**src/hw/rtl/sgm_pkg.sv**
```systemverilog
// ----------------------------------------------------------------------------
// sgm_pkg
// shared widths, register indexes and types of the sobel gradient block
// ----------------------------------------------------------------------------
package sgm_pkg;

  localparam int PIX_W      = 8;
  localparam int ROW_W      = 16;
  localparam int OCOL_W     = 10;
  localparam int MAG_W      = 8;
  localparam int IMG_W_W    = 11;
  localparam int CFG_DATA_W = 16;
  localparam int CFG_IDX_W  = 1;

  // signed gradient: weighted sums reach 1020 either way
  localparam int GRAD_W     = 11;

  // queue between front and back
  localparam int QDEPTH     = 4;
  localparam int QPTR_W     = 2;
  localparam int QCNT_W     = 3;

  // queue entry width without its two column fields
  localparam int ENT_FIXED_W = 2 * GRAD_W + 1 + 3 + ROW_W;

  localparam logic [CFG_IDX_W-1:0] REG_IMAGE_WIDTH  = 1'b0;
  localparam logic [CFG_IDX_W-1:0] REG_IMAGE_HEIGHT = 1'b1;

  localparam logic [IMG_W_W-1:0] IMAGE_WIDTH_RST  = 11'd640;
  localparam logic [ROW_W-1:0]   IMAGE_HEIGHT_RST = 16'd480;

  // result kinds a pixel can cause, in emission order
  localparam int EMIT_PREV = 0;  // position one up and one left
  localparam int EMIT_EDGE = 1;  // right border of the row above
  localparam int EMIT_LAST = 2;  // own position on the last row

  typedef struct packed {
    logic [IMG_W_W-1:0] image_width;
    logic [ROW_W-1:0]   image_height;
  } geom_t;

endpackage

```
**src/hw/rtl/sgm_queue.sv**
```systemverilog
// ----------------------------------------------------------------------------
// sgm_queue
// small first-word-fall-through queue between the front and back parts
// ----------------------------------------------------------------------------
module sgm_queue #(
  parameter int Width = 8
) (
  input  logic                       clk_i,
  input  logic                       rst_ni,
  input  logic                       push_i,
  input  logic [Width-1:0]           push_data_i,
  input  logic                       pop_i,
  output logic [Width-1:0]           pop_data_o,
  output logic                       not_empty_o,
  output logic [sgm_pkg::QCNT_W-1:0] free_o
);
  import sgm_pkg::*;

  logic [Width-1:0]  mem_q [QDEPTH];
  logic [QPTR_W-1:0] wr_ptr_q, wr_ptr_d;
  logic [QPTR_W-1:0] rd_ptr_q, rd_ptr_d;
  logic [QCNT_W-1:0] cnt_q, cnt_d;
  logic              do_pop;

  assign do_pop      = pop_i && (cnt_q != '0);
  assign not_empty_o = (cnt_q != '0);
  assign pop_data_o  = mem_q[rd_ptr_q];
  assign free_o      = QCNT_W'(QDEPTH) - cnt_q;

  always_comb begin
    wr_ptr_d = push_i ? wr_ptr_q + 1'b1 : wr_ptr_q;
    rd_ptr_d = do_pop ? rd_ptr_q + 1'b1 : rd_ptr_q;
    cnt_d    = cnt_q + QCNT_W'(push_i) - QCNT_W'(do_pop);
  end

  always_ff @(posedge clk_i or negedge rst_ni) begin
    if (!rst_ni) begin
      wr_ptr_q <= '0;
      rd_ptr_q <= '0;
      cnt_q    <= '0;
    end else begin
      wr_ptr_q <= wr_ptr_d;
      rd_ptr_q <= rd_ptr_d;
      cnt_q    <= cnt_d;
    end
  end

  always_ff @(posedge clk_i) begin
    if (push_i) begin
      mem_q[wr_ptr_q] <= push_data_i;
    end
  end

endmodule

```
**config.mk**
```make
export PLATFORM = sky130hd
export DESIGN_NAME = sgm_queue
export DESIGN_NICKNAME = d
export VERILOG_FILES = /design/src/hw/rtl/sgm_pkg.sv /design/src/hw/rtl/sgm_queue.sv
export SDC_FILE = /design/constraint.sdc
export NUM_CORES = 1
export LEC_CHECK = 0
export BUFFER_PORTS_ARGS = -buffer_cell sky130_fd_sc_hd__buf_2
export CAP_MARGIN = 20
export CORE_MARGIN = 2
export CORE_UTILIZATION = 40
export DETAILED_ROUTE_END_ITERATION = 16
export PLACE_DENSITY_LB_ADDON = 0.2
export SYNTH_ARGS = -nofsm -noshare
export SYNTH_HDL_FRONTEND = slang
export SYNTH_SLANG_ARGS = --single-unit
```
**constraint.sdc**
```tcl
create_clock -name clk_i -period 1.9 [get_ports clk_i]
set_input_delay 0.19 -clock clk_i [delete_from_list [all_inputs] [get_ports clk_i]]
set_output_delay 0.19 -clock clk_i [all_outputs]
set_load 0.05 [all_outputs]
```
==> out/metrics.csv, run 1 <==
metric,value,unit
status,finished with violations,
failing checks,negative setup slack,
largest net degree at the start of global routing,14,
worst hold path class,in -> reg,
crit path kind,reg -> reg,
slowest CP cell,dfrtp_1,
die outline width,67.0,um
clk buf depth,2,
mapped cell area,1590,um2
RSZ-0062 raised after global routing,true,
number of enable flip-flop cells after synthesis,32,
first-pass GRT wire length,3830,um
fin area,2010,um2
setup_tns,-0.0245,ns
global route overflow,0,
Max Transition Viols Final,0,
Max transition margin,70.7,%
most frequent cells after synthesis,"edfxtp_1 (32), inv_1 (9), ha_1 (8), mux4_2 (8), dfrtp_1 (7)",
CP Cell Sequence,inv_2 > ha_4 > ha_4 > nor2b_4 > ha_4 > inv_2 > ha_4 > fa_2 > xnor2_2 > xnor2_1,
Via density,4.70,
filler instances,346,
period utilisation layout,101,%
Hold WS,0.111,ns
Worst Skew,0.00380,ns
Layout Area Growth over Synthesis,26.8,%
Clock Tree Root,clkbuf_8,
Max-Cap Viols,0,
post-route minimum period,1.92,ns
worst slew pin tran,0.440,ns
Ys Warns,0,
syn nets,102,
vias,771,
"flops & latches, synth",39,
crit path DAT,2.10,ns
Inserted Clock Buffers,5,
Min-Delay Endpoint,mem_q[3][0]$_DFFE_PP_,
"Largest stage delay, worst path",0.39,ns
HP Start,push_data_i[0],
register area share after synthesis,71.7,%
CP required,2.08,ns
top cell type's share of synthesized area,60.6,%
initial antenna violation count,0,
Critical Path Fanout Max,2,
clock-pin slew on the worst setup and hold paths,0.08,ns
First-pass DRT Iterations,5,
# diodes,0,
final hold violation count,0,
final worst setup slack,-0.0245,ns
Final setup viols,1,
post-route core utilization,53.7,%
cells after synthesis,81,
Mapped Avg Cell Area,19.6,um2
Chip Height,67.0,um
Initial Util,42.3,%
Wirelength per Cell,14.4,um
R2R setup slack,-0.02,ns
All-Layer GR Usage,13.0,%
later-pin clock latency in the skew report,0.29,ns
ANT nets after route,0,
Netlist cell types,16,
Port Buffers,23,
DIE AREA,4480,um2
Worst setup EP type,flip-flop,
Critical R2R Launch,cnt_q[0]$_DFF_PN0_,
1st-iter DRT viols,40,
CTS tree,yes,
Sink Count,39,
Fmax,0.520,GHz
Ports,24,
vias in the first global route,795,
asr flop ratio synth,17.9,%
r2r endpoint,cnt_q[2]$_DFF_PN0_,
H-tree Lvls,2,
drt total wl,2360,um
most frequent cell after synthesis,edfxtp_1,
R2R depth,10,
Area contributors post-synth,"edfxtp_1 (61%), mux4_2 (11%), dfrtp_1 (11%)",
CP Launch Type,flip-flop,
Placed Area,1830,um2
CP dominant cell by count,ha_4,
Final GP Congestion,0.690,
"Top FF cell, synth",edfxtp_1,
WHS Path Cells,1,
Cell Rows,22,
share of layout cells above drive strength 1,48.3,%
DRC viols,0,
Synth area leader,edfxtp_1,
core footprint,3740,um2
final net count,136,
==> worst max-delay path by stage <==
stage / endpoint / cells after the start / slack [ns] / startpoint
2_1_floorplan: cnt_q[2]$_DFF_PN0_ / 10 / -0.05 / cnt_q[1]$_DFF_PN0_
3_3_place_gp: cnt_q[2]$_DFF_PN0_ / 10 / -0.05 / cnt_q[0]$_DFF_PN0_
3_5_place_dp: cnt_q[2]$_DFF_PN0_ / 10 / -0.10 / cnt_q[0]$_DFF_PN0_
4_1_cts: cnt_q[2]$_DFF_PN0_ / 10 / -0.07 / cnt_q[0]$_DFF_PN0_
5_1_grt: cnt_q[2]$_DFF_PN0_ / 10 / -0.09 / cnt_q[0]$_DFF_PN0_
6_report: cnt_q[2]$_DFF_PN0_ / 10 / -0.02 / cnt_q[0]$_DFF_PN0_
==> final cells by class <==
cell class	count	area (um2)	area share (%)
flip-flops and latches	39	1140	56.6
repair buffers	30	183	9.09
clock inverters	3	67.6	3.36
well taps	48	60.1	2.99
clock buffers	5	68.8	3.42
inverters	9	33.8	1.68
multi-input cells	30	459	22.9
==> registers in the layout, summed over array words and instances, names as in the netlist <==
| signal | cells |
|---|---|
| cnt_q | 3 |
| mem_q | 32 |
| rd_ptr_q | 2 |
| wr_ptr_q | 2 |
==> kinds of logic (layout without fill, tap and decap cells) <==
family / count (synthesis) / count (layout) / synth area share [%]
adders and majority gates: 9 / 9 / 7.58
DFF: 39 / 39 / 71.7
buffers and inverters: 12 / 47 / 3.63
AOI/OAI and AO/OA: 1 / 1 / 0.315
and+or+nand+nor: 7 / 7 / 2.68
xor gates and xnor gates: 5 / 5 / 2.76
muxes: 8 / 8 / 11.4
==> placed cells by master (no fill, tap or decap) <==
master         count
and2_1             4
nand3b_1           1
dfrtp_2            1
o21ai_0            1
mux4_2             8
buf_2             23
xor2_1             2
dfrtp_1            6
nand2_1            1
xnor2_2            1
buf_12             1
clkbuf_8           5
fa_2               1
nor2b_4            1
dlygate4sd3_1      1
ha_4               4
buf_4              5
ha_1               4
inv_2              3
edfxtp_1          32
xnor2_1            2
inv_1              6
clkinvlp_4         1
bufinv_16          2
==> stage by stage <==
step | setup slack, ns | instances
after floorplan | -0.0545 | 81
after global placement | -0.0487 | 155
after detailed placement | -0.102 | 155
after CTS | -0.0679 | 164
after global routing | -0.0857 | 164
final | -0.0245 | 164
==> routing by layer <==
metal  global-route usage (%)  vias up  share of wire (%)
met5                        0        -                  0
met4                     5.36        0                1.6
met3                     6.08        4                5.1
met2                     20.9       16                 54
met1                     15.1      389                 40
li1                         -      362                  -
==> worst max-delay path, delay by kind of cell (launching register included) <==
family	cells	cell delay, ns
XOR/XNOR	2	0.26
adder cells (fa/ha/maj)	5	1.01
buffers and inverters	2	0.11
flip-flops	1	0.39
AND/OR/NAND/NOR	1	0.04
==> repair_timing <==
action | 4_1_cts | 5_1_grt
pin swaps | 2 | 0
cloned | 0 | 0
endpoints found under the setup margin | 2 | 9
hold buffers | 1 | 0
endpoints found under the hold margin | 7 | 0
setup buffers | 0 | 0
gates resized for setup | 1 | 5
Power of run 1 is not shown: default switching activity piles up to over one toggle a cycle in this logic, so the estimate is an artifact.
==> run 2, diff against run 1 <==
--- a/config.mk
+++ b/config.mk
@@ -8,9 +8,11 @@
 export BUFFER_PORTS_ARGS = -buffer_cell sky130_fd_sc_hd__buf_2
 export CAP_MARGIN = 20
 export CORE_MARGIN = 2
-export CORE_UTILIZATION = 40
+export CORE_UTILIZATION = 37
+export CTS_BUF_LIST = sky130_fd_sc_hd__clkbuf_16
 export DETAILED_ROUTE_END_ITERATION = 16
 export PLACE_DENSITY_LB_ADDON = 0.2
 export SYNTH_ARGS = -nofsm -noshare
 export SYNTH_HDL_FRONTEND = slang
 export SYNTH_SLANG_ARGS = --single-unit
+export TNS_END_PERCENT = 5
==> run 2 against run 1 <==
The flow still finishes with violations (negative setup slack). Global-route usage shrank 0.50 points. Utilization is 4.3 points lower. Die area rose by 7.6%. Critical endpoint unchanged. Register-to-register slack worse by 0.03 ns. Non-clock buffer count increased by 3. Clock skew down 0.0014 ns. Maximum frequency fell by 1.7%. Count of clock-buffer cells in the layout is the same. Sequential share of layout area up 0.15 points. Hold slack better by 0.0098 ns.
==> out/metrics.csv, run 2 (synthesized netlist as in run 1, its figures left out) <==
metric,value,unit
status,finished with violations,
failing checks,negative setup slack,
Cell Rows,23,
Seq. cell area,1140,um2
clock-pin slew on the worst setup and hold paths,0.06,ns
worst slew pin tran,0.453,ns
max FFs per register,32,
core footprint,4060,um2
CP required,2.06,ns
Worst setup EP type,flip-flop,
HPWL after DPL,1740,um
Layout Area Growth over Synthesis,26.3,%
worst hold path class,in -> reg,
First-pass DRT Iterations,4,
"CP delay by family, top",adder cells,
later-pin clock latency in the skew report,0.28,ns
Inserted Clock Buffers,5,
Final GP Congestion,0.698,
clk buf depth,2,
Chip Height,69.5,um
H-tree Lvls,2,
Critical Path Fanout Max,3,
Max Transition Viols Final,0,
post-route core utilization,49.3,%
Initial Util,39.1,%
period utilisation layout,103,%
drt total wl,2500,um
ANT nets after route,0,
Fmax,0.511,GHz
M1 WL,1050,um
vias,786,
CP dominant cell by count,ha_4,
Max-Cap Viols,0,
slowest CP cell,dfrtp_1,
Max transition margin,69.8,%
vias in the first global route,878,
Port Buffers,23,
post-route minimum period,1.96,ns
share of layout cells above drive strength 1,47.1,%
Ports,24,
CP Launch Type,flip-flop,
final worst setup slack,-0.0572,ns
largest net degree at the start of global routing,14,
Sink Count,39,
crit path DAT,2.12,ns
Biggest register,mem_q,
1st-iter DRT viols,74,
WL met3,107,um
die outline width,69.5,um
Via density,4.65,
final net count,139,
biggest regs,"mem_q (32), cnt_q (3)",
RSZ-0062 raised after global routing,true,
highest routed layer,met4,
"most common cell after layout, fill and taps aside",edfxtp_1,
initial antenna violation count,0,
Worst Skew,0.00241,ns
All-Layer GR Usage,12.5,%
global route overflow,0,
CP bufs+invs,2,
# diodes,0,
DIE AREA,4820,um2
"Largest stage delay, worst path",0.38,ns
WL met2,1290,um
"commonest non-fill, non-tap cells in the layout","edfxtp_1 (32), buf_2 (23), buf_4 (9)",
Clock Tree Root,clkbuf_16,
CTS tree,yes,
filler instances,349,
crit path kind,reg -> reg,
Multi-input gate area,432,um2
final hold violation count,0,
Wirelength per Cell,14.8,um
Final setup viols,1,
DRC viols,0,
first-pass GRT wire length,4370,um
CP Cell Sequence,inv_2 > ha_4 > ha_4 > nor2b_2 > ha_1 > inv_1 > ha_2 > fa_2 > xnor2_2 > xnor2_1,
dpl ws,-0.0994,ns
## run 2: stage by stage
| step | instances | TNS (ns) | hold WS (ns) | instance area (um2) |
|---|---|---|---|---|
| 6_report | 169 | -0.0572 | 0.121 | 2000 |
| 5_1_grt | 169 | -0.186 | 0.119 | 2000 |
| 4_1_cts | 169 | -0.0739 | 0.119 | 2000 |
| 3_5_place_dp | 158 | -0.107 | 0.0376 | 1830 |
| 3_3_place_gp | 158 | -0.0565 | 0.0366 | 1830 |
| 2_1_floorplan | 81 | -0.0545 | -0.106 | 1620 |
## run 2: final timing paths
kind,from,slack [ns],depth (start not counted),to
setup / recovery,cnt_q[0]$_DFF_PN0_,-0.06,10,cnt_q[2]$_DFF_PN0_
hold / removal,push_data_i[1],0.12,1,mem_q[0][1]$_DFFE_PP_
setup reg to reg,cnt_q[0]$_DFF_PN0_,-0.06,10,cnt_q[2]$_DFF_PN0_
hold reg to reg,wr_ptr_q[0]$_DFFE_PN0P_,0.54,1,wr_ptr_q[0]$_DFFE_PN0P_
max in group asynchronous,rst_ni,1.47,2,rd_ptr_q[0]$_DFFE_PN0P_
min in group asynchronous,rst_ni,0.27,2,cnt_q[0]$_DFF_PN0_
## run 2: cell type report
type                       count  area share (%)
sequential                    39            56.8
multi-input combinational     30            21.6
clock inverter                 3            1.00
timing repair buffer          33            9.63
clock buffer                   5            6.25
inverter                       9            1.69
tap                           50            3.13
## run 2: layer usage
metal	global-route usage [%]	up-vias
met1	14.0	392
met5	0	-
li1	-	374
met2	20.3	15
met4	6.54	0
met3	5.52	5
## run 2: repair_timing
| action | in CTS | in global routing |
|---|---|---|
| pin swaps | 4 | 2 |
| hold buffers | 1 | 0 |
| endpoints found under the setup margin | 2 | 2 |
| hold endpoints to repair | 7 | 0 |
| setup buffers | 2 | 0 |
| resized for setup | 1 | 0 |
Power of run 2 is left out for the same reason.
==> run 3, diff against run 2 <==
--- a/config.mk
+++ b/config.mk
@@ -11,7 +11,7 @@
 export CORE_UTILIZATION = 37
 export CTS_BUF_LIST = sky130_fd_sc_hd__clkbuf_16
 export DETAILED_ROUTE_END_ITERATION = 16
-export PLACE_DENSITY_LB_ADDON = 0.2
+export PLACE_DENSITY_LB_ADDON = 0.05
 export SYNTH_ARGS = -nofsm -noshare
 export SYNTH_HDL_FRONTEND = slang
 export SYNTH_SLANG_ARGS = --single-unit
==> run 3 against run 2 <==
The run still ends with negative setup slack left. Hold slack improved by 0.0050 ns. Wire length fell by 0.16%. Via count fell by 3.6%. Count of clock-buffer cells in the layout did not move. Critical endpoint unchanged. Highest routed layer unchanged.
==> out/metrics.csv, run 3 (synthesized netlist as in run 1, its figures left out) <==
metric,value,unit
status,finished with violations,
failing checks,negative setup slack,
1st-iter DRT viols,32,
DRC viols,0,
Critical R2R Launch,cnt_q[0]$_DFF_PN0_,
DIE AREA,4820,um2
clk buf depth,2,
die outline width,69.5,um
global route overflow,0,
Final GP Congestion,0.729,
max FFs per register,32,
r2r endpoint,cnt_q[2]$_DFF_PN0_,
Max transition margin,69.1,%
worst hold path class,in -> reg,
Chip Height,69.5,um
Layout Area Growth over Synthesis,27.2,%
slowest CP cell,dfrtp_1,
CP required,2.05,ns
vias,758,
later-pin clock latency in the skew report,0.27,ns
WHS Path Cells,1,
ANT nets after route,0,
crit path DAT,2.12,ns
Initial Util,39.1,%
H-tree Lvls,2,
final hold violation count,0,
Max-Cap Viols,0,
CP Cell Sequence,inv_2 > ha_4 > ha_4 > nor2b_2 > ha_1 > inv_1 > ha_2 > fa_2 > xnor2_2 > xnor2_1,
Wirelength per Cell,14.9,um
share of layout cells above drive strength 1,45.8,%
largest net degree at the start of global routing,14,
biggest regs,"mem_q (32), cnt_q (3)",
R2R setup slack,-0.06,ns
CTS tree,yes,
Fmax,0.510,GHz
Hold WS,0.126,ns
worst slew pin tran,0.464,ns
# diodes,0,
first-pass GRT wire length,4220,um
Min-Delay Endpoint,mem_q[3][5]$_DFFE_PP_,
Inserted Clock Buffers,5,
setup_tns,-0.0625,ns
Biggest register,mem_q,
"Largest stage delay, worst path",0.38,ns
"most common cell after layout, fill and taps aside",edfxtp_1,
final worst setup slack,-0.0625,ns
First-pass DRT Iterations,4,
Port Buffers,23,
Cell Rows,23,
vias in the first global route,885,
Via density,4.51,
"CP delay by family, top",adder cells,
RSZ-0062 raised after global routing,true,
"commonest non-fill, non-tap cells in the layout","edfxtp_1 (32), buf_2 (23), mux4_2 (8), buf_4 (8)",
Ports,24,
CP Launch Type,flip-flop,
CP dominant cell by count,ha_4,
filler instances,338,
final net count,138,
drt total wl,2500,um
Critical Path Fanout Max,2,
All-Layer GR Usage,12.2,%
R2R depth,10,
CP bufs+invs,2,
Final setup viols,1,
core footprint,4060,um2
Sink Count,39,
clock-pin slew on the worst setup and hold paths,0.06,ns
Max Transition Viols Final,0,
Worst setup EP type,flip-flop,
HP Start,push_data_i[5],
Finished Layout Cells,168,
HPWL after DPL,1770,um
Clock Tree Root,clkbuf_16,
post-route minimum period,1.96,ns
initial antenna violation count,0,
Worst Skew,0.00305,ns
Placed Cells incl. Taps,158,
crit path kind,reg -> reg,
dpl ws,-0.0942,ns
period utilisation layout,103,%
[run 3: changes by cell type in the layout (fill, tap and decap cells not counted)]
cell        change
clkinvlp_4      -2
buf_4           -1
bufinv_16       +1
clkinv_1        +1
clkinv_2        -1
inv_6           +1
[run 3: layout make-up]
class | count | area (um2) | share of cell area, %
tap | 50 | 62.6 | 3.10
timing repair buffer | 32 | 185 | 9.18
clock inverter | 3 | 42.5 | 2.11
inverter | 9 | 33.8 | 1.67
multi-input combinational | 30 | 432 | 21.4
clock buffer | 5 | 125 | 6.20
sequential | 39 | 1140 | 56.3
[run 3: layer usage]
layer | track usage (%) | share of wire (%) | up-vias
met1 | 12.9 | 40 | 369
met2 | 21.0 | 53 | 19
met3 | 4.36 | 4.8 | 4
li1 | - | - | 366
met5 | 0 | 0 | -
met4 | 6.54 | 1.8 | 0
[run 3: worst max-delay path by stage]
stage,from,to,slack (ns),depth (start not counted)
detailed placement,cnt_q[0]$_DFF_PN0_,cnt_q[2]$_DFF_PN0_,-0.09,10
CTS,cnt_q[0]$_DFF_PN0_,cnt_q[2]$_DFF_PN0_,-0.07,10
finish,cnt_q[0]$_DFF_PN0_,cnt_q[2]$_DFF_PN0_,-0.06,10
floorplan,cnt_q[1]$_DFF_PN0_,cnt_q[2]$_DFF_PN0_,-0.05,10
global placement,cnt_q[0]$_DFF_PN0_,cnt_q[2]$_DFF_PN0_,-0.05,10
global route,cnt_q[0]$_DFF_PN0_,cnt_q[2]$_DFF_PN0_,-0.16,10
[run 3: per-stage QoR]
stage | cell area, um2 | util (%)
after floorplan | 1620 | -
after global placement | 1830 | 45.1
after detailed placement | 1830 | 45.1
after CTS | 2020 | 49.7
after global routing | 2020 | 49.7
final | 2020 | 49.7
[run 3: timing repair]
item | in CTS | in global routing
buffers inserted | 1 | 0
pin swaps | 1 | 0
hold endpoints to repair | 7 | 0
setup endpoints to repair | 2 | 2
hold buffers | 1 | 0
gates resized for setup | 1 | 0
Power of run 3 is left out for the same reason.
