**config.mk**
```make
export PLATFORM = sky130hd
export DESIGN_NAME = sgm_back_flat
export DESIGN_NICKNAME = d
export VERILOG_FILES = /design/src/hw/rtl/sgm_pkg.sv /design/src/hw/rtl/sgm_result_if.sv /design/src/hw/rtl/sgm_back.sv /design/src/flat_wrapper.sv
export SDC_FILE = /design/constraint.sdc
export NUM_CORES = 1
export LEC_CHECK = 0
export BUFFER_PORTS_ARGS = -buffer_cell sky130_fd_sc_hd__clkbuf_2
export CAP_MARGIN = 20
export CORE_AREA = 10 10 108 110
export CTS_CLUSTER_SIZE = 16
export DETAILED_ROUTE_END_ITERATION = 10
export DIE_AREA = 0 0 118 120
export PLACE_DENSITY = 0.77
export SLEW_MARGIN = 20
export SYNTH_ARGS = -nofsm -noshare
export SYNTH_HDL_FRONTEND = slang
export SYNTH_SLANG_ARGS = --single-unit
export TNS_END_PERCENT = 5
```
**constraint.sdc**
```tcl
create_clock -name clk_i -period 4.65 [get_ports clk_i]
set_input_delay 0.465 -clock clk_i [delete_from_list [all_inputs] [get_ports clk_i]]
set_output_delay 0.465 -clock clk_i [all_outputs]
set_load 0.005 [all_outputs]
```
**src/hw/rtl/sgm_pkg.sv**
```systemverilog
// ----------------------------------------------------------------------------
// sgm_pkg
// shared widths, register indexes and types of the sobel gradient block
// ----------------------------------------------------------------------------
package sgm_pkg;

  localparam int PIX_W      = 8;
  localparam int ROW_W      = 16;
  localparam int OCOL_W     = 10;
  localparam int MAG_W      = 8;
  localparam int IMG_W_W    = 11;
  localparam int CFG_DATA_W = 16;
  localparam int CFG_IDX_W  = 1;

  // signed gradient: weighted sums reach 1020 either way
  localparam int GRAD_W     = 11;

  // queue between front and back
  localparam int QDEPTH     = 4;
  localparam int QPTR_W     = 2;
  localparam int QCNT_W     = 3;

  // queue entry width without its two column fields
  localparam int ENT_FIXED_W = 2 * GRAD_W + 1 + 3 + ROW_W;

  localparam logic [CFG_IDX_W-1:0] REG_IMAGE_WIDTH  = 1'b0;
  localparam logic [CFG_IDX_W-1:0] REG_IMAGE_HEIGHT = 1'b1;

  localparam logic [IMG_W_W-1:0] IMAGE_WIDTH_RST  = 11'd640;
  localparam logic [ROW_W-1:0]   IMAGE_HEIGHT_RST = 16'd480;

  // result kinds a pixel can cause, in emission order
  localparam int EMIT_PREV = 0;  // position one up and one left
  localparam int EMIT_EDGE = 1;  // right border of the row above
  localparam int EMIT_LAST = 2;  // own position on the last row

  typedef struct packed {
    logic [IMG_W_W-1:0] image_width;
    logic [ROW_W-1:0]   image_height;
  } geom_t;

endpackage

```
**src/hw/rtl/sgm_result_if.sv**
```systemverilog
// ----------------------------------------------------------------------------
// sgm_result_if
// result channel: position, gradient magnitude and end-of-burst flag
// ----------------------------------------------------------------------------
interface sgm_result_if;
  logic                       valid;
  logic                       ready;
  logic [sgm_pkg::ROW_W-1:0]  out_row;
  logic [sgm_pkg::OCOL_W-1:0] out_col;
  logic [sgm_pkg::MAG_W-1:0]  magnitude;
  logic                       run_last;

  modport source (output valid, output out_row, output out_col, output magnitude,
                  output run_last, input ready);
  modport sink   (input valid, input out_row, input out_col, input magnitude,
                  input run_last, output ready);
endinterface

```
**src/hw/rtl/sgm_back.sv**
```systemverilog
// ----------------------------------------------------------------------------
// sgm_back
// result issue: takes one queued pixel at a time and sends its results,
// one per cycle while the sink is ready, through the output register
// ----------------------------------------------------------------------------
module sgm_back #(
  parameter int MaxWidth = 1024
) (
  input  logic                                               clk_i,
  input  logic                                               rst_ni,
  input  logic                                               q_not_empty_i,
  input  logic [sgm_pkg::ENT_FIXED_W+2*$clog2(MaxWidth)-1:0] q_data_i,
  output logic                                               pop_o,
  sgm_result_if.source                                       res_o
);
  import sgm_pkg::*;

  localparam int ColW = $clog2(MaxWidth);
  localparam int AbsW = GRAD_W - 1;

  typedef struct packed {
    logic signed [GRAD_W-1:0] gx;
    logic signed [GRAD_W-1:0] gy;
    logic                     interior;
    logic [2:0]               emit;
    logic [ROW_W-1:0]         row;
    logic [ColW-1:0]          col;
    logic [ColW-1:0]          wlast;
  } entry_t;

  entry_t     cur_q, q_ent;
  logic [2:0] pend_q, sel, remain;
  logic       out_free, load_out, cur_done;

  logic              out_valid_q;
  logic [ROW_W-1:0]  out_row_q, out_row_d;
  logic [OCOL_W-1:0] out_col_q, out_col_d;
  logic [MAG_W-1:0]  mag_q, mag_d;
  logic              last_q;

  logic [AbsW-1:0]   abs_gx, abs_gy;
  logic [GRAD_W-1:0] l1_sum;
  logic [ColW-1:0]   col_pick;
  logic [ColW+OCOL_W-1:0] col_wide;

  assign q_ent = entry_t'(q_data_i);

  assign out_free = !out_valid_q || res_o.ready;
  assign load_out = out_free && (pend_q != '0);

  always_comb begin
    sel = '0;
    priority if (pend_q[EMIT_PREV]) begin
      sel[EMIT_PREV] = 1'b1;
    end else if (pend_q[EMIT_EDGE]) begin
      sel[EMIT_EDGE] = 1'b1;
    end else if (pend_q[EMIT_LAST]) begin
      sel[EMIT_LAST] = 1'b1;
    end else begin
      sel = '0;
    end
    remain = pend_q & ~sel;
  end

  assign cur_done = (pend_q == '0) || (load_out && (remain == '0));
  assign pop_o    = cur_done && q_not_empty_i;

  // l1 gradient magnitude
  always_comb begin
    abs_gx = cur_q.gx[GRAD_W-1] ? AbsW'(-cur_q.gx) : AbsW'(cur_q.gx);
    abs_gy = cur_q.gy[GRAD_W-1] ? AbsW'(-cur_q.gy) : AbsW'(cur_q.gy);
    l1_sum = GRAD_W'(abs_gx) + GRAD_W'(abs_gy);
  end

  always_comb begin
    out_row_d = cur_q.row;
    col_pick  = cur_q.col;
    mag_d     = '0;
    priority if (sel[EMIT_PREV]) begin
      out_row_d = cur_q.row - 1'b1;
      col_pick  = cur_q.col - 1'b1;
      mag_d     = cur_q.interior ? l1_sum[GRAD_W-1:3] : '0;
    end else if (sel[EMIT_EDGE]) begin
      out_row_d = cur_q.row - 1'b1;
      col_pick  = cur_q.wlast;
    end else begin
      out_row_d = cur_q.row;
      col_pick  = cur_q.col;
    end
    col_wide  = {{OCOL_W{1'b0}}, col_pick};
    out_col_d = col_wide[OCOL_W-1:0];
  end

  always_ff @(posedge clk_i or negedge rst_ni) begin
    if (!rst_ni) begin
      pend_q      <= '0;
      out_valid_q <= 1'b0;
    end else begin
      if (pop_o) begin
        pend_q <= q_ent.emit;
      end else if (load_out) begin
        pend_q <= remain;
      end
      if (load_out) begin
        out_valid_q <= 1'b1;
      end else if (res_o.ready) begin
        out_valid_q <= 1'b0;
      end
    end
  end

  always_ff @(posedge clk_i) begin
    if (pop_o) begin
      cur_q <= q_ent;
    end
    if (load_out) begin
      out_row_q <= out_row_d;
      out_col_q <= out_col_d;
      mag_q     <= mag_d;
      last_q    <= (remain == '0);
    end
  end

  assign res_o.valid     = out_valid_q;
  assign res_o.out_row   = out_row_q;
  assign res_o.out_col   = out_col_q;
  assign res_o.magnitude = mag_q;
  assign res_o.run_last  = last_q;

endmodule

```
**src/flat_wrapper.sv**
```systemverilog
// flat-port wrapper written by rule: the top's interface ports become plain ports
module sgm_back_flat import sgm_pkg::*;
#(
  parameter int MaxWidth = 1024
)
  (clk_i, rst_ni, q_not_empty_i, q_data_i, pop_o, res_o_valid, res_o_out_row, res_o_out_col, res_o_magnitude, res_o_run_last, res_o_ready);
  sgm_result_if res_o_i ();
  input  logic clk_i;
  input  logic rst_ni;
  input  logic q_not_empty_i;
  input  logic [sgm_pkg::ENT_FIXED_W+2*$clog2(MaxWidth)-1:0] q_data_i;
  output logic pop_o;
  output wire logic [$bits(res_o_i.valid)-1:0] res_o_valid;
  output wire logic [$bits(res_o_i.out_row)-1:0] res_o_out_row;
  output wire logic [$bits(res_o_i.out_col)-1:0] res_o_out_col;
  output wire logic [$bits(res_o_i.magnitude)-1:0] res_o_magnitude;
  output wire logic [$bits(res_o_i.run_last)-1:0] res_o_run_last;
  input wire logic [$bits(res_o_i.ready)-1:0] res_o_ready;
  assign res_o_valid = res_o_i.valid;
  assign res_o_out_row = res_o_i.out_row;
  assign res_o_out_col = res_o_i.out_col;
  assign res_o_magnitude = res_o_i.magnitude;
  assign res_o_run_last = res_o_i.run_last;
  assign res_o_i.ready = res_o_ready;
  sgm_back #(.MaxWidth(MaxWidth)) u_core (.clk_i(clk_i), .rst_ni(rst_ni), .q_not_empty_i(q_not_empty_i), .q_data_i(q_data_i), .pop_o(pop_o), .res_o(res_o_i));
endmodule
```
==> results.txt, run 1 <==
The run finished with clean final reports. The count of cells in the finished layout, fillers not included, comes to 580. The largest net degree at the start of global routing was 60. The number of setup buffers added after CTS is 0. For this run, the detailed router's first-pass iteration total came to 4. The most used flip-flop cell after synthesis is edfxtp_1. Summed over all cells, the static leakage comes to 2.03 nW. Synthesis produced a netlist with a net count of 414. The final route contains 2935 vias. In the global route stage, met1 resource usage came out at 15.0%. After technology mapping, the gate count stands at 335. For this configuration, the core starts out at a cell density of 46.7%. The die width is 118 um, and the share of layout cells above drive strength 1 is 27.5%.

Once the clock tree was built, the resizer swapped 0 gates to a different size. The class of the most critical hold timing path was input pin to flip-flop. Fill cells in the final layout number 814. The CTS sink count was 98; the count of yosys warnings during synthesis was 0. The clock tree buffer depth was 2; the required time of the worst setup path was 4.18 ns. After synthesis, the share of cell area in mux cells is 0.224%. For this design the ratio of total power to cell area is 609 nW/um^2. Kind of critical path: flip-flop to output pin. In this run, the number of DRC markers left after iteration 0 of detailed routing was 188.

The fraction of the mapped netlist area in compound gates was 8.50%; the post-synthesis average cell area was 13.3 um^2. For the max capacitance violation total, the log shows 0. The synthesized netlist devotes 11.9% of its cell area to simple gates.

Of the total synthesized cell area, the portion taken by full adders, half adders and majority gates is 4.10%. After floorplanning, the core was divided into 36 placement rows. After layout, the design draws a total of 3.25 mW.

The number of buffers inserted by hold repair at cts came out at 1. Counting I/O delays and the setup requirement, the final critical path takes 3.05 ns. The die area was 14200 um^2. The final-report setup violation count is 0. Global routing used 12.4% of the available tracks. For the total number of nets in the final design, the log shows 521. In this run the remaining antenna-violating nets after routing total 0. The via density per instance came out at 5.06. The tree is rooted in a clkbuf_8. The total overflow left after global routing is 0. The final count of hold timing violations came out at 0. Critical path endpoint category: an output pin.

The layer flagged by global routing as most heavily used is met2. After clock tree synthesis, the clock-pin slew on the worst setup and hold paths is 0.10 ns. For met3 alone, demand over resource in global routing was 3.66%. The tools report the area taken by flip-flops and latches as 2920 um^2.

Once detailed placement completed, the half-perimeter wirelength came to 6.97 mm. On the final layout, the worst clock skew is 0.0139 ns. For this block, the routed nets add up to 9.01 mm of wire. TritonCTS built the clock tree.

After synthesis, the largest area contributor takes up 63.3% of total cell area. After synthesis, flip-flops and latches occupy 65.5% of the total area. Headroom to the max-slew limit came out at 31.2%.

The fraction of synthesized cell area in xor and xnor cells is 7.85%, and the post-synthesis cell area is 4460 um^2. The logs give 328 MHz for the maximum frequency from static timing analysis and 20.3% for the fraction of met2 tracks used by global routing. During I/O placement, the number of pins put on the boundary was 103. STA puts the critical path data arrival time at 2.58 ns. The logs give 0.844 for the placer's final routability congestion estimate and 1470 um^2 for the area of the multi-input gates.

The number of global-route vias before repair was 2963; the final count of pins violating max slew was 0. The flip-flop and latch count after synthesis is 98, and the antenna diode instance count is 0. Once placement completed, the tool counted placed cells totaling 562. For this run, design rule violations remaining after detail routing come to 0.

The share of flip-flops with an asynchronous set or reset after synthesis was 4.08%. Of all cell types, the one taking the most synthesized area is edfxtp_1. The main combinational cell family by area after synthesis is simple AND/OR/NAND/NOR gates.

The area added between synthesis and finish came out at 19.7%. The number of antenna violations at the first check in global routing is 0. The wire length of the first global-routing pass is 14.2 mm, and the die height is 120 um.

The worst setup path is launched from a flip-flop. In this run the worst path has a maximum fanout of 25. The clock reaches the later pin of the worst-skew pair after 0.35 ns.

The clock tree synthesis step divided the H-tree into 3 levels. In the synthesized netlist, the cells that appear most often are edfxtp_1, xnor2_1, nand2_1, o21ai_0, a21oi_1. The wire length per cell after detailed routing came out at 15.5 um.

For the pin with the worst max-slew slack, the measured transition is 1.02 ns. The worst register-to-register path has a setup slack of 1.81 ns. The peak supply drop came out at 243 uV. Dividing the final minimum period by the clock period gives 65.6%. Most common cell in the netlist: edfxtp_1. After synthesis, the cell types taking the most area are edfxtp_1, xnor2_1, ha_1. The tools report the unique cell type count in the Yosys netlist as 39. Setup repair after global routing left no endpoint under its margin.

Clock buffer count from CTS: 9. The core region is 9550 um^2. The quantity of I/O buffers inserted on ports was 102; the total negative slack for setup checks was 0 ns.

The number of enable flip-flop cells after synthesis is 94.
==> path summary, 6_finish.rpt <==
check / end / cells past startpoint / from
max in group asynchronous: u_core.pend_q[2] / 2 / rst_ni
hold reg to reg: u_core.res_o.out_row[13] / 1 / u_core.cur_q[33]
hold / removal: u_core.cur_q[21] / 1 / q_data_i[21]
min in group asynchronous: u_core.pend_q[1] / 2 / rst_ni
setup reg to reg: u_core.cur_q[44] / 5 / u_core.pend_q[0]
setup / recovery: pop_o / 5 / u_core.pend_q[0]
==> final cells by class <==
| class | instances | area share, % |
|---|---|---|
| flip-flops and latches | 98 | 54.8 |
| multi-input cells | 215 | 27.6 |
| repair buffers | 105 | 10.4 |
| well taps | 133 | 3.12 |
| clock buffers | 10 | 2.39 |
| inverters | 13 | 0.914 |
| clock inverters | 6 | 0.797 |
==> cell families after synthesis <==
family / after synthesis
flops: 98
mux: 1
compound gates: 62
buf+inv: 22
xor+xnor: 40
fa+ha+maj: 15
simple gates: 97
==> critical path, stage by stage, from the launching register on <==
cell and delay, ns:
dfrtp_1 0.91, inv_1 0.32, maj3_1 0.43, a21oi_1 0.38, nor2b_4 0.07, clkbuf_2 0.12
==> through the flow <==
stage               utilization, %  hold WS (ns)  cell area [um^2]  setup WS, ns
floorplan                        -         0.169              4460         0.557
global placement              53.7         0.275              5130          1.94
detailed placement            53.7         0.279              5130          1.83
CTS                           55.6         0.266              5310          1.61
global route                  55.9         0.257              5340          1.41
finish                        55.9         0.283              5340          1.60
==> placed cells by master (no fill, tap or decap), types with 3 or more instances in the layout <==
cell,Yosys,final
nor2_1,9,9
edfxtp_1,94,94
xor2_1,13,13
xnor2_1,27,27
nand2b_1,7,7
ha_1,13,13
o21ai_0,19,19
clkbuf_2,0,102
o31ai_1,5,5
or3_1,9,9
nor3b_1,3,3
a21oi_1,17,16
nand2_1,21,21
nand4_1,3,3
a211oi_1,9,9
clkbuf_8,0,9
dfrtp_1,4,4
inv_1,13,13
nor4_1,4,4
nand3_1,7,7
nor2b_1,10,9
nor3_1,15,15
==> registers in the layout (all words and copies together) (netlist names) <==
name,cells
u_core.res_o.out_col,10
u_core.pend_q,3
u_core.res_o.run_last,1
u_core.res_o.magnitude,8
u_core.res_o.out_row,16
u_core.cur_q,59
u_core.res_o.valid,1
==> where the power goes <==
part / internal [mW] / leakage [nW] / switching [mW]
registers: 1.38 / 0.948 / 0.204
clock network: 0.196 / 0.0827 / 0.281
logic: 0.514 / 1.00 / 0.672
==> per-layer routing <==
metal / wire (um) / share of wire, %
met1: 4000 / 44
met2: 4280 / 48
met3: 582 / 6.5
met4: 148 / 1.6
met5: 0 / 0
No activity file was read; power rests on OpenSTA's default activity.
==> run 2: changes to the inputs <==
Clock period 4.65 ns to 2.85 ns, I/O delays scaled along.
==> run 2 against run 1 <==
Sequential power grew 58%; flip-flop and latch count is the same; critical endpoint is now u_core.res_o.magnitude[7]; highest routed layer unchanged; cell count grew 1.7%.
==> results.txt, run 2 (same netlist as run 1, synthesis figures left out) <==
Clock tree synthesis inserted a total of 9 buffers. The logs give 2.88 ns for the critical path data arrival time and 103 for the number of top-level design ports. TritonCTS built the clock tree. In this run the remaining antenna-violating nets after routing total 0.

The class of the most critical hold timing path is input pin to flip-flop. The cell with the largest stage delay on the worst path is edfxtp_1. Summed over all layers, the routed wires come to 8.84 mm. Setup repair after global routing could not meet its margin everywhere. The most used cell along the critical path is or3_1. For the die area, the log shows 14200 um^2. The power density of the placed cells is 988 nW/um^2, and the wire length of the first global-routing pass is 14.6 mm. The number of antenna violations at the first check in global routing came out at 0.

The number of flip-flops under the largest register name was 59. The longest clock path from root to sink contains 2 buffers. In this run the vertical extent of the chip is 120 um. STA classifies the critical path endpoint as a flip-flop. The wire length per cell after detailed routing is 15.0 um. Routability-driven placement finished with a final weighted congestion of 0.856. The library cells used most frequently in the layout, excluding fill and tap cells, are clkbuf_2, edfxtp_1, xnor2_1. The number of buffer and inverter instances along the worst setup path was 0. The run gives 26 as the largest net degree at the start of global routing. The register-to-register setup slack is 0.09 ns. Counting every sink on the clock net gives 98. Routed via count: 2969. The later pin in the worst-skew pair is clocked with a latency of 0.36 ns. The required time of the worst setup path came out at 2.97 ns.

The startpoint type of the worst setup path is a flip-flop. For the peak supply drop, the log shows 491 uV. Setup violations remaining at the end of the flow were counted as 0.

The area growth from synthesis to layout is 21.4%. The antenna diode instance count was 0. The layout has 795 filler cells. Input and output buffers added on the ports amount to 102. The critical path in this run is classified as flip-flop to flip-flop. The tools report the number of detailed-route iterations in the first pass as 4. The tool flagged a number of max-cap violations equal to 0. The run finished with clean final reports.

At the pin with the least slew margin, the transition time is 0.801 ns. The total half-perimeter wirelength after legalization and detailed placement is 7.09 mm, and the cell total after placement is 569. Initial core utilization: 46.7%. After the last flow step, the layout net total stands at 531.

Summed over all layers, the global routing overflow is 0. The master cell of the clock root buffer was clkbuf_8. At the end of the flow the core is filled with cells to 56.7%.

The final count of hold timing violations is 0, and the post-route non-filler standard cell count is 590. The maximum fanout along the worst path was 4. The share of layout cells above drive strength 1 is 30.0%, and the die width is 118 um.

For the static power due to leakage, the log shows 2.09 nW. Measured against its own limit, the worst slew margin works out to 45.8%. The number of global-route vias before repair came out at 3074. Dividing the detail-routed via count by the number of cells gives 5.03. Derived from the worst setup path, the maximum achievable clock frequency is 362 MHz.

The worst-case clock skew was 0.0122 ns; the worst stage delay on the critical path was 0.43 ns. Traced cell by cell, the critical path runs through or3_1, or3_1, nand2_1, xnor2_1, ha_1, nand4_1, nor2b_1, o31a_1, o21ba_2. The leading cell type in the layout, fill and taps excluded was clkbuf_2.

The floorplan has 36 rows. The floorplan step defined a core boundary enclosing 9550 um^2. In the finished design, the share of the clock period the worst path needs comes to 96.9%. The DRC violation total after the first TritonRoute iteration is 177, and the overall fraction of global-route tracks in use is 12.7%. u_core.cur_q holds more flip-flops than any other register. The final count of pins violating max slew is 0. For the final routed DRC violation total, the log shows 0. The smallest clock period supported by the final layout is computed as 2.76 ns.

Clock-pin slew was measured on the worst setup and hold paths at 0.10 ns. The kind of cell with the highest combined delay along the critical path is simple AND/OR/NAND/NOR gates. CTS built an H-tree with a depth of 3.
-- run 2: cell count changes in the layout (fill, tap and decap cells not counted), moves of 2 or more --
cell	change
buf_4	+11
clkinvlp_4	-2
o21ai_0	-4
o21ai_1	+2
o21ai_2	+2
-- run 2: repair_timing --
action,CTS,global route
hold buffers,1,0
endpoints found under the hold margin,4,0
gates resized for setup,1,8
buffers inserted,0,4
setup endpoints to repair,1,3
-- run 2: power breakdown --
part	total (mW)	switching, mW	internal [mW]
combinational	2.05	1.18	0.873
clock	0.785	0.464	0.321
sequential	2.51	0.257	2.26
-- run 2: worst reg2reg max path, stage by stage, from the launching register on --
cell	delay (ns)
edfxtp_1	0.43
or3_1	0.43
or3_1	0.40
nand2_1	0.10
xnor2_1	0.14
ha_1	0.30
nand4_1	0.13
nor2b_1	0.08
o31a_1	0.29
o21ba_2	0.20
-- run 2: per-layer routing --
metal,up-vias,part of all wire [%],global-route usage [%]
met3,15,6.4,3.84
met2,89,47,19.9
li1,1491,-,-
met4,0,2.2,6.72
met5,-,0,0
met1,1374,45,15.6
-- run 2: metrics by stage --
| step | setup slack (ns) | power [mW] | area, um^2 | hold slack (ns) | TNS [ns] |
|---|---|---|---|---|---|
| finish | 0.0889 | 5.35 | 5420 | 0.0846 | 0 |
| global route | -0.0394 | 5.76 | 5420 | 0.0672 | -0.0618 |
| CTS | 0.0311 | 5.36 | 5360 | 0.0655 | 0 |
| detailed placement | 0.0153 | 4.57 | 5180 | 0.0989 | 0 |
| global placement | 0.162 | 4.50 | 5180 | 0.0955 | 0 |
| floorplan | 0.171 | 3.83 | 4470 | -0.0106 | 0 |
-- run 2: final timing paths --
| path | endpoint | from | cells after the start |
|---|---|---|---|
| min in group asynchronous | u_core.res_o.valid | rst_ni | 2 |
| setup reg to reg | u_core.res_o.magnitude[7] | u_core.cur_q[44] | 9 |
| hold reg to reg | u_core.res_o.out_row[15] | u_core.cur_q[35] | 1 |
| setup / recovery | u_core.res_o.magnitude[7] | u_core.cur_q[44] | 9 |
| max in group asynchronous | u_core.pend_q[0] | rst_ni | 2 |
| hold / removal | u_core.cur_q[18] | q_data_i[18] | 1 |
-- run 2: final cells by class --
type	count	area, um^2	share of cell area (%)
multi-input cells	215	1500	27.6
clock inverters	6	42.5	0.786
clock buffers	10	128	2.36
flip-flops and latches	98	2920	54.0
inverters	13	48.8	0.901
well taps	133	166	3.07
repair buffers	115	611	11.3
